===== src/rtl/core/ssb_pkg.sv =====
// ----------------------------------------------------------------------------
// ssb_pkg
// Constants, types and control structs of the scaled sprite blitter.
// ----------------------------------------------------------------------------
package ssb_pkg;

  // Default geometry
  localparam int SHEET_WIDTH_DEF   = 128;
  localparam int SHEET_HEIGHT_DEF  = 64;
  localparam int SCREEN_WIDTH_DEF  = 320;
  localparam int SCREEN_HEIGHT_DEF = 240;

  // Low-resolution view edge, centered on the square grid
  localparam int LOWRES = 128;

  // Sprite scan
  localparam int SPRITE_PIX = 64;
  localparam int PIX_W      = 6;
  localparam logic [PIX_W-1:0] PIX_LAST = PIX_W'(SPRITE_PIX - 1);

  // Field widths
  localparam int ADDR_IN_W = 13;
  localparam int COLOR_W   = 4;
  localparam int NUM_W     = 8;
  localparam int POS_W     = 10;
  localparam int SQ_COL_W  = 8;
  localparam int SQ_ROW_W  = 7;
  localparam int COORD_W   = 12;
  localparam int LIN_W     = 16;
  localparam int REMAP_W   = 64;

  // Request kinds on in_tuser
  localparam logic MODE_LOAD = 1'b0;
  localparam logic MODE_DRAW = 1'b1;

  // Register map
  localparam int  CFG_ADDR_W      = 4;
  localparam int  CFG_DATA_W      = 64;
  localparam logic REG_COLOR_REMAP = 1'b0;
  localparam logic [REMAP_W-1:0] REMAP_RESET = 64'hFEDC_BA98_7654_3210;

  typedef enum logic [1:0] {
    ST_IDLE = 2'b01,
    ST_DRAW = 2'b10
  } state_t;

  typedef struct packed {
    logic             capture;  // latch a draw request
    logic             load;     // write one sheet pixel
    logic             issue;    // start one pixel read
    logic [PIX_W-1:0] pix;      // pixel index in destination order
    logic             last;     // final pixel of the draw
  } cmd_t;

  typedef struct packed {
    logic slot_free;            // read stage can take a new pixel
  } stat_t;

endpackage


===== src/rtl/core/ssb_ctrl.sv =====
// ----------------------------------------------------------------------------
// ssb_ctrl
// Request sequencer: takes loads and draws, steps the 64 pixels of a draw.
// ----------------------------------------------------------------------------
module ssb_ctrl (
  input  logic          clk,
  input  logic          rst_n,
  input  logic          in_valid,
  input  logic          in_mode,
  output logic          in_ready,
  input  ssb_pkg::stat_t stat,
  output ssb_pkg::cmd_t  cmd
);

  ssb_pkg::state_t                state_r, state_nxt;
  logic [ssb_pkg::PIX_W-1:0]      pix_r, pix_nxt;
  logic                           accept;

  assign in_ready = (state_r == ssb_pkg::ST_IDLE);
  assign accept   = in_valid && in_ready;

  always_comb begin
    state_nxt   = state_r;
    pix_nxt     = pix_r;
    cmd         = '0;
    cmd.pix     = pix_r;
    cmd.last    = (pix_r == ssb_pkg::PIX_LAST);
    unique case (state_r)
      ssb_pkg::ST_IDLE: begin
        if (accept) begin
          if (in_mode == ssb_pkg::MODE_DRAW) begin
            cmd.capture = 1'b1;
            pix_nxt     = '0;
            state_nxt   = ssb_pkg::ST_DRAW;
          end else begin
            cmd.load = 1'b1;
          end
        end
      end
      ssb_pkg::ST_DRAW: begin
        if (stat.slot_free) begin
          cmd.issue = 1'b1;
          if (pix_r == ssb_pkg::PIX_LAST) begin
            pix_nxt   = '0;
            state_nxt = ssb_pkg::ST_IDLE;
          end else begin
            pix_nxt = pix_r + 1'b1;
          end
        end
      end
      default: begin
        state_nxt = ssb_pkg::ST_IDLE;
      end
    endcase
  end

  always_ff @(posedge clk) begin
    if (!rst_n) begin
      state_r <= ssb_pkg::ST_IDLE;
      pix_r   <= '0;
    end else begin
      state_r <= state_nxt;
      pix_r   <= pix_nxt;
    end
  end

endmodule


===== config.mk =====
export PLATFORM = sky130hd
export DESIGN_NAME = ssb_ctrl
export DESIGN_NICKNAME = d
export VERILOG_FILES = /design/src/rtl/core/ssb_pkg.sv /design/src/rtl/core/ssb_ctrl.sv
export SDC_FILE = /design/constraint.sdc
export NUM_CORES = 1
export LEC_CHECK = 0
export BUFFER_PORTS_ARGS = -buffer_cell sky130_fd_sc_hd__buf_2
export CAP_MARGIN = 20
export CORE_AREA = 2 2 39 41
export CTS_BUF_LIST = sky130_fd_sc_hd__clkbuf_4 sky130_fd_sc_hd__clkbuf_8
export CTS_CLUSTER_SIZE = 8
export DETAILED_ROUTE_END_ITERATION = 7
export DIE_AREA = 0 0 41 43
export HOLD_SLACK_MARGIN = 0.12
export SLEW_MARGIN = 25
export SYNTH_ARGS = -nofsm -noshare
export SYNTH_HDL_FRONTEND = slang
export SYNTH_SLANG_ARGS = --single-unit
export TNS_END_PERCENT = 50

===== constraint.sdc =====
create_clock -name clk -period 2.6 [get_ports clk]
set_clock_uncertainty 0.15 [all_clocks]
set_input_delay 0.52 -clock clk [delete_from_list [all_inputs] [get_ports clk]]
set_output_delay 0.52 -clock clk [all_outputs]
set_load 0.02 [all_outputs]

== After elaboration in Yosys (flattened, before gate mapping) ==
Index checks and enable logic that the tools add are counted.

* Add/subtract/negate cells: 1
* Eq/ne operators: 7
* Mux-type cells: 16
* Reductions and logical operators: 4

{| class="wikitable"
|+ Operator list
! cell !! count
|-
| $mux 6 || 4
|-
| $mux 2 || 6
|-
| $pmux 6 s2 || 1
|-
| $reduce_and 4->1 || 2
|-
| $add 6x1->6 const B || 1
|-
| $eq 6x6->1 const B || 1
|-
| $ne 2x2->1 const B || 3
|-
| $mux 1 || 4
|-
| $pmux 2 s2 || 1
|-
| $eq 2x1->1 const B || 1
|-
| $eq 2x2->1 const B || 1
|-
| $ne 2x1->1 const B || 1
|-
| $reduce_bool 2->1 || 1
|-
| $logic_and 1x1->1 || 1
|}

* Bits in registers: 8
* Word-level logic and storage cells: 30

== Logic depth before layout (Yosys ltp) ==
Gate-level depths: netlist of the first run.

* Word-level depth: 4
* Mapped depth: 5

== Worst setup path after synthesis of the first run ==
No wires, ideal clock.

* Path kind: reg2out
* Start point: reg pix_r[0] (netlist name)
* End point: out cmd[0] (netlist name)
* Data arrival time: 1.008 ns
* Data required time: 1.930 ns
* Path slack: 0.922 ns
* Stages on the path, launching flop included: 3
* Buffers on the path: 0
* Cells stage by stage: dfxtp_1 -> ha_1 -> and3_1

{| class="wikitable"
|+ RTL lines
! item !! line !! text
|-
| start: declaration || ssb_ctrl.sv:16 || <nowiki>logic [ssb_pkg::PIX_W-1:0] pix_r, pix_nxt;</nowiki>
|-
| start signal: assignment || ssb_ctrl.sv:63 || <nowiki>pix_r <= pix_nxt;</nowiki>
|-
| end: declaration || ssb_ctrl.sv:12 || <nowiki>output ssb_pkg::cmd_t cmd</nowiki>
|}

==> results of run 1 <==
-- flip-flops by register name, summed over array words and instances (netlist names) --
signal,count
pix_r,6
state_r,2
-- metal layers --
layer / wire (um) / share of wire (%)
met5: 0 / 0
met3: 65 / 8.2
met1: 407 / 52
met4: 0 / 0
met2: 316 / 40
-- cell families (layout without fill, tap and decap cells) --
logic type	Yosys count	after routing	share of synthesized area, %
and+or+nand+nor	18	18	27.9
AOI/OAI and AO/OA	12	12	17.6
DFF	8	8	40.1
xor gates and xnor gates	3	3	6.58
buffers and inverters	2	18	4.70
adders and majority gates	1	1	3.13
-- power breakdown --
| group | switching (mW) | internal (mW) |
|---|---|---|
| Sequential | 0.00259 | 0.125 |
| Combinational | 0.0172 | 0.0114 |
| Clock | 0.0424 | 0.0528 |
-- through the flow --
step	util, %	setup WS, ps
floorplan	-	922
global placement	34.4	774
detailed placement	34.4	756
CTS	36.0	687
global route	36.0	596
finish	36.0	680
-- path summary, 6_finish.rpt --
check | startpoint | endpoint | slack, ps | cells after the start
max reg2reg | state_r[1] | pix_r[0] | 1070 | 4
min reg2reg | pix_r[5] | pix_r[5] | 370 | 2
max | pix_r[1] | cmd[0] | 680 | 3
min | rst_n | state_r[0] | 340 | 2
-- cell usage after synthesis (2+ instances only) --
cell / n
or3_1: 2
and3_1: 2
dfxtp_1: 8
a21oi_1: 3
nand3_1: 2
nor2_1: 4
xor2_1: 3
o21ai_0: 5
-- final cells by class --
type / count / area share [%]
Sequential cell: 8 / 32.2
Clock buffer: 3 / 4.52
Timing Repair Buffer: 15 / 15.1
Multi-Input combinational cell: 34 / 44.2
Tap cell: 16 / 4.02
-- critical path, delay by kind of cell, from the launching register on --
kind	cells	cell delay, ps
DFF	1	400
and+or+nand+nor	1	190
buffers and inverters	1	170
adders and majority gates	1	240
==> reports/qor.txt, run 1 <==
DIE HEIGHT = 43 um
Share of cells above drive strength 1 = 31.7%
HP Class = in2reg
Layout area overhead = 24.8%
Routed via count = 364
1st-pass router iterations = 4
Register area share after synthesis = 40.1%
Initial DRC count = 3
Critical path startpoint category = register
Asr flop ratio synth = 0%
CTS tree = done
Yosys reg bits = 8
Largest net degree at the start of global routing = 8
H-tree levels = 1
Routability cong. = 0.677
Synthesized area = 399 um2
Tot Pwr = 252 uW
Layout Cells excl Fill = 76
CTS-repair resized insts = 0
Cell row count = 14
Max Fclk = 521 MHz
Worst Setup End Kind = output pin
Top post-synthesis cells by area = dfxtp_1, xor2_1, o21ai_0, a21oi_1, nor2_1
I/O pin count = 16
Final min period = 1920 ps
Setup-failing EPs final = 0
Crit share post-route = 73.8%
CTS Buf Count = 3
Max IR drop VDD = 0.211 mV
Leakage = 0.236 nW
CP arrival = 1250 ps
EDFF count, synth = 0
Die Footprint = 1760 um2
Critical Path RT = 1930 ps
Worst-path clk slew = 50 ps
Worst-path cell chain = ha_1 -> and3_1 -> buf_2
Grt met1 use = 13.2%
Hold_ws = 344 ps
Cell count after synthesis = 44
Most frequent cells in the layout = buf_2, dfxtp_1, o21ai_0
Synth cell types = 23
Initial antenna violation count = 0
Placed Cells incl. Taps = 73
GRT overflow = 0
Number of port buffers = 15
Setup Fix Bufs, Post-CTS = 0
Yosys Warn Count = 0
Fillers = 140
Initial cell density of the core = 28.8%
Routed wire per std cell = 10.4 um
Clk Latency, worst-skew pair = 250 ps
Unrepaired setup endpoints after global routing = false
First-pass GRT wire length = 1240 um
Remaining DRCs = 0
Maxcap violations = 0
Crit path kind = reg2out
Largest stage delay on the critical path = 400 ps
Register Area = 160 um2
Most common cell after layout, fill and taps aside = buf_2
Tightest Pin Transition = 390 ps
Busiest layer in global routing = met2
Vias per cell = 4.79
Crit path max fanout = 5
Sink Count = 8
Met2 Usage GRT = 14.4%
Synth top area share = 40.1%
Global Route Usage Sum = 10.3%
Sum of negative setup slack = 0 ps
Final #Nets = 68
Routed wire length = 790 um
Placed Area = 475 um2
Status = complete, no violations
# hold bufs at CTS = 0
Final hold vios = 0
CTS Buffer Depth = 2
PwrDens = 506 nW/um2
Slew margin rel. = 73.7%
Main synth FF type = dfxtp_1
# diodes = 0
Mapped Nets = 50
Root Driver = clkbuf_4
DIE WIDTH = 41 um
CP max stage cell = dfxtp_1
GR met3 Demand/Resource = 1.57%
DP Wirelength = 600 um
Placeable Area = 1380 um2
Vias in the first global route = 325
Final ANT Viol Nets = 0
Avg Inst Size Synth = 9.07 um2
Multi-input logic area = 220 um2
Final instance area = 498 um2
Largest area contributor in the netlist = dfxtp_1
Max Transition Viols Final = 0
Note: power is estimated with default switching activity, not from simulation.
==> run 2, diff against run 1 <==
- clock period: 2.6 -> 1.64 ns (I/O delays scaled with it)
==> run 2 against run 1 <==
Die area unchanged. Hold slack lost 190 ps. Global-route usage grew 0.51 points. Wire length is 15% higher. Clock-buffer cell count did not move. Via count grew 8.2%. Clock power rose by 61%. Combinational power is 94% higher.
==> reports/qor.txt, run 2 (synthesis gave the netlist of run 1 again) <==
Largest stage delay on the critical path = 350 ps (-50 ps)
Clk Latency, worst-skew pair = 260 ps (about the same)
RR Startpoint = state_r[1]
Unrepaired setup endpoints after global routing = false
Routability cong. = 0.684 (+1.1%)
Remaining DRCs = 0 (unchanged)
Routed wire length = 908 um (+15%)
Number of port buffers = 15 (unchanged)
Initial antenna violation count = 0 (unchanged)
Max IR drop VDD = 0.237 mV (+13%)
Crit path kind = reg2out
Max reg flops = 6 (unchanged)
Routed via count = 394 (+8.2%)
Most used cell along the critical path = and3_4
Layout Cells excl Fill = 80 (+5.3%)
H-tree levels = 1 (unchanged)
CTS Buffer Depth = 2 (unchanged)
# hold bufs at CTS = 0 (unchanged)
I/O pin count = 16 (unchanged)
# diodes = 0 (unchanged)
Placed Area = 490 um2 (+3.2%)
Vias per cell = 4.93 (+2.8%)
Crit share post-route = 97.2%
Place WS = 61.8 ps (-694 ps)
Layout area overhead = 41.1%
CP max stage cell = dfxtp_2
Worst r2r path cells = 5 (+1)
Routed wire per std cell = 11.4 um (+9.2%)
Critical Path RT = 1160 ps (-770 ps)
Placed Cells incl. Taps = 75 (+2.7%)
Crit path buf inv count = 1 (unchanged)
Hold path depth = 2 (unchanged)
Final min period = 1590 ps
CP arrival = 1120 ps (-130 ps)
Worst Setup End Kind = output pin
Largest regs = pix_r: 6 flops, state_r: 2 flops
DIE HEIGHT = 43 um (unchanged)
Initial cell density of the core = 28.8% (unchanged)
Largest net degree at the start of global routing = 8 (unchanged)
Maxcap violations = 0 (unchanged)
DIE WIDTH = 41 um (unchanged)
Final core occ = 40.7% (+4.7 points)
Setup-failing EPs final = 0 (unchanged)
Max Fclk = 627 MHz
Final ANT Viol Nets = 0 (unchanged)
Worst-path cell chain = and3_4 -> and3_4 -> buf_6
PwrDens = 730 nW/um2 (+44%)
Hold Crit Start = rst_n
Leakage = 0.251 nW (+6.6%)
FF-to-FF setup slack = 170 ps (-900 ps)
Crit path max fanout = 5 (unchanged)
Status = complete, no violations
HP Class = in2reg
Critical path startpoint category = register
WHS Endpoint = state_r[0]
Final instance area = 563 um2 (+13%)
Vias in the first global route = 313 (-3.7%)
Sink Count = 8 (unchanged)
GRT overflow = 0 (unchanged)
Final #Nets = 72 (+5.9%)
CTS Buf Count = 3 (unchanged)
Placeable Area = 1380 um2 (unchanged)
Tightest Pin Transition = 331 ps (-59.5 ps)
Slew margin rel. = 77.7% (+4.0 points)
Sum of negative setup slack = 0 ps (unchanged)
Final hold vios = 0 (unchanged)
Biggest register = pix_r
Die Footprint = 1760 um2 (unchanged)
Root Driver = clkbuf_4
Initial DRC count = 4 (+1)
Fillers = 155 (+11%)
Share of cells above drive strength 1 = 48.4% (+17 points)
Most common cell after layout, fill and taps aside = buf_2
First-pass GRT wire length = 1260 um (+1.0%)
Worst Setup Slack, final = 46.2 ps (-634 ps)
Global Route Usage Sum = 10.8% (+0.51 points)
Tot Pwr = 411 uW (+63%)
CTS tree = done
Max Transition Viols Final = 0 (unchanged)
Worst-path clk slew = 50 ps (about the same)
Worst path top cell family by delay = simple AND/OR/NAND/NOR gates
Cell row count = 14 (unchanged)
Most frequent cells in the layout = buf_2, o21ai_0, dfxtp_1
1st-pass router iterations = 6 (+2)
Hold_ws = 151 ps (-193 ps)
Reg2Reg Capture Point = pix_r[2]
## run 2: worst max path at each step
| stage | startpoint | slack [ps] | cells past startpoint | to |
|---|---|---|---|---|
| floorplan | pix_r[0] | 90 | 4 | state_r[1] |
| global placement | in_mode | 80 | 5 | pix_r[3] |
| detailed placement | in_mode | 60 | 5 | pix_r[5] |
| CTS | pix_r[1] | 10 | 3 | cmd[0] |
| finish | pix_r[3] | 50 | 3 | cmd[0] |
| global route | state_r[1] | 3 | 4 | cmd[8] |
## run 2: layout make-up
class	count	area, um2	area share, %
multi-input cells	34	245	43.6
well taps	16	20.0	3.56
flip-flops and latches	8	164	29.1
clock buffers	3	22.5	4.00
repair buffers	19	111	19.8
## run 2: per-layer routing
metal  global-route usage, %  up-vias  wire, um
met3                    1.57        2        64
met2                    13.8       18       390
li1                        -      201         -
met5                       0        -         0
met4                    10.0        0         2
met1                    14.6      173       450
## run 2: worst register-to-register path: stages (launching register included)
cell,delay (ps)
dfxtp_1,340
and4b_2,280
buf_4,150
o21ai_0,210
xor2_1,170
nor2_1,60
## run 2: repair_timing
item,4_1_cts,5_1_grt
setup endpoints to repair,2,3
setup buffers,0,2
endpoints found under the hold margin,0,0
gates resized for setup,6,5
## run 2: power by group
group | switching [mW] | internal (mW)
Sequential | 0.00368 | 0.199
Combinational | 0.0305 | 0.0248
Clock | 0.0693 | 0.0839
Total | 0.103 | 0.308
==> run 3, diff against run 2 <==
- clock period: 1.64 -> 1.4 ns (I/O delays scaled with it)
==> run 3 against run 2 <==
The run now ends with setup timing left. Clock power is 20% higher. First-iteration DRC count fell by 25%. Wire length increased by 32%. Register-to-register slack got worse by 220 ps. Design area rose by 29%. Clock-buffer cell count stayed put. Die area unchanged. Sequential cell count stayed put. Combinational power rose by 40%. Largest power group unchanged.
==> reports/qor.txt, run 3 (synthesis gave the netlist of run 1 again) <==
Setup-failing EPs final = 6 (+6)
Crit path max fanout = 2 (-3)
CTS tree = done
Crit path buf inv count = 1 (unchanged)
GRT overflow = 0 (unchanged)
Final instance area = 726 um2 (+29%)
1st-pass router iterations = 4 (-2)
Routability cong. = 0.833 (+22%)
DIE HEIGHT = 43 um (unchanged)
Worst r2r path cells = 5 (unchanged)
CTS Buffer Depth = 2 (unchanged)
CP Launch Point = pix_r[2]
Worst-path clk slew = 60 ps (about the same)
HP Class = in2reg
Cell row count = 14 (unchanged)
Routed wire length = 1200 um (+32%)
Final hold vios = 0 (unchanged)
Crit share post-route = 109%
Global Route Usage Sum = 14.7% (+4.0 points)
Routed via count = 438 (+11%)
Stages on worst setup path = 3 (unchanged)
Crit path kind = reg2out
Largest regs = pix_r: 6 flops, state_r: 2 flops
First-pass GRT wire length = 1690 um (+35%)
Vias per cell = 4.87 (-1.2%)
H-tree levels = 1 (unchanged)
DIE WIDTH = 41 um (unchanged)
Final #Nets = 82 (+14%)
Slew margin rel. = 84.6% (+6.9 points)
Max IR drop VDD = 0.693 mV (+190%)
Sequential power share = 47.4% (-1.9 points)
FF-to-FF setup slack = -50 ps (-220 ps)
GR met3 Demand/Resource = 7.85% (+6.3 points)
CP arrival = 1090 ps (-30 ps)
Reg2Reg Capture Point = pix_r[4]
Initial DRC count = 3 (-1)
Maxcap violations = 0 (unchanged)
PwrDens = 685 nW/um2 (-6.1%)
Hold Crit Start = stat
P_int = 368 uW (+20%)
Worst Setup EP = cmd[0]
Critical path startpoint category = register
RR Startpoint = state_r[1]
I/O pin count = 16 (unchanged)
Layout area overhead = 81.8%
Routed wire per std cell = 13.4 um (+18%)
Worst path top cell family by delay = simple AND/OR/NAND/NOR gates
Busiest layer in global routing = met2
Grt met1 use = 14.0% (-0.56 points)
Final ANT Viol Nets = 0 (unchanged)
Vias in the first global route = 407 (+30%)
Largest net degree at the start of global routing = 6 (-2)
Status = finished with violations
Die Footprint = 1760 um2 (unchanged)
Met2 Usage GRT = 25.6% (+12 points)
Sw power = 129 uW (+25%)
Root Driver = clkbuf_4
Sink Count = 8 (unchanged)
Worst-path cell chain = and3_4 -> and3_4 -> buf_6
# diodes = 0 (unchanged)
Max Fclk = 656 MHz
Unrepaired setup endpoints after global routing = true
Largest stage delay on the critical path = 340 ps (about the same)
Worst Setup End Kind = output pin
Gate power share = 15.6% (+2.1 points)
Placeable Area = 1380 um2 (unchanged)
Number of port buffers = 15 (unchanged)
Worst Setup Slack, final = -125 ps (-171 ps)
CP max stage cell = dfxtp_2
Critical Path RT = 970 ps (-190 ps)
Placed Area = 528 um2 (+7.7%)
Initial antenna violation count = 0 (unchanged)
Most used cell along the critical path = and3_4
Max reg flops = 6 (unchanged)
Most frequent cells in the layout = buf_2, buf_4, buf_6
Clk pwr share = 37.0% (-0.3 points)
Initial cell density of the core = 28.8% (unchanged)
Place WS = -134 ps (-196 ps)
Remaining DRCs = 0 (unchanged)
Final min period = 1520 ps
Failing checks = setup timing
Max Transition Viols Final = 0 (unchanged)
Sw Share = 25.9% (+0.76 points)
Share of cells above drive strength 1 = 64.9% (+16 points)
DP Wirelength = 714 um
Tightest Pin Transition = 230 ps (-101 ps)
Sum of negative setup slack = -441 ps (-441 ps)
Leakage = 0.309 nW (+23%)
Clk Latency, worst-skew pair = 260 ps (about the same)
Biggest register = pix_r
CTS Buf Count = 3 (unchanged)
run 3: cell types whose count changed in the layout (fill, tap and decap cells not counted), sizes merged:
cell,change
dlygate4sd3,+1
buf,+9
run 3: worst reg2reg max path, stage by stage, from the launching register on:
cell,delay [ps]
dfxtp_2,320
and4b_2,360
buf_6,140
o2111ai_4,110
xor2_1,180
nor2_1,120
run 3: per-stage QoR:
| step | util [%] | hold slack [ps] | total power, mW | instances |
|---|---|---|---|---|
| after floorplan | - | 206 | 0.281 | 44 |
| after global placement | 38.2 | 339 | 0.305 | 79 |
| after detailed placement | 38.2 | 366 | 0.305 | 79 |
| after CTS | 47.7 | 194 | 0.497 | 89 |
| after global routing | 52.4 | 261 | 0.519 | 90 |
| final | 52.4 | 211 | 0.497 | 90 |
run 3: area by class of cell:
cell class | instances | area [um2]
fillers | 127 | 658
multi-input cells | 34 | 287
clock buffers | 3 | 22.5
flip-flops and latches | 8 | 171
repair buffers | 29 | 225
well taps | 16 | 20.0
run 3: what timing repair did:
item                                    4_1_cts  5_1_grt
endpoints found under the setup margin        9       10
hold endpoints to repair                      1        0
gates resized for setup                      17       12
pin swaps                                     7        5
setup buffers                                 6        1
hold buffers                                  1        0
cloned                                        0        0
run 3: worst min path at each step:
stage                 end  slack (ps)  cells past startpoint
2_1_floorplan  state_r[0]         210                      1
3_3_place_gp     pix_r[4]         340                      2
3_5_place_dp     pix_r[5]         370                      2
4_1_cts        state_r[0]         190                      3
5_1_grt        state_r[0]         260                      3
6_report       state_r[0]         210                      3
run 3: power by group through the flow:
stage	combinational, mW	clock, mW	sequential, mW
5_1_grt	0.0844	0.198	0.236
6_report	0.0778	0.184	0.236
3_3_place_gp	0.0637	0	0.241
2_1_floorplan	0.0356	0	0.245
3_5_place_dp	0.0640	0	0.241
4_1_cts	0.0741	0.187	0.236
run 3: routing by layer:
layer	vias up	wire, um
met1	206	468
met3	0	72
met4	0	0
met5	-	0
met2	14	662
li1	218	-
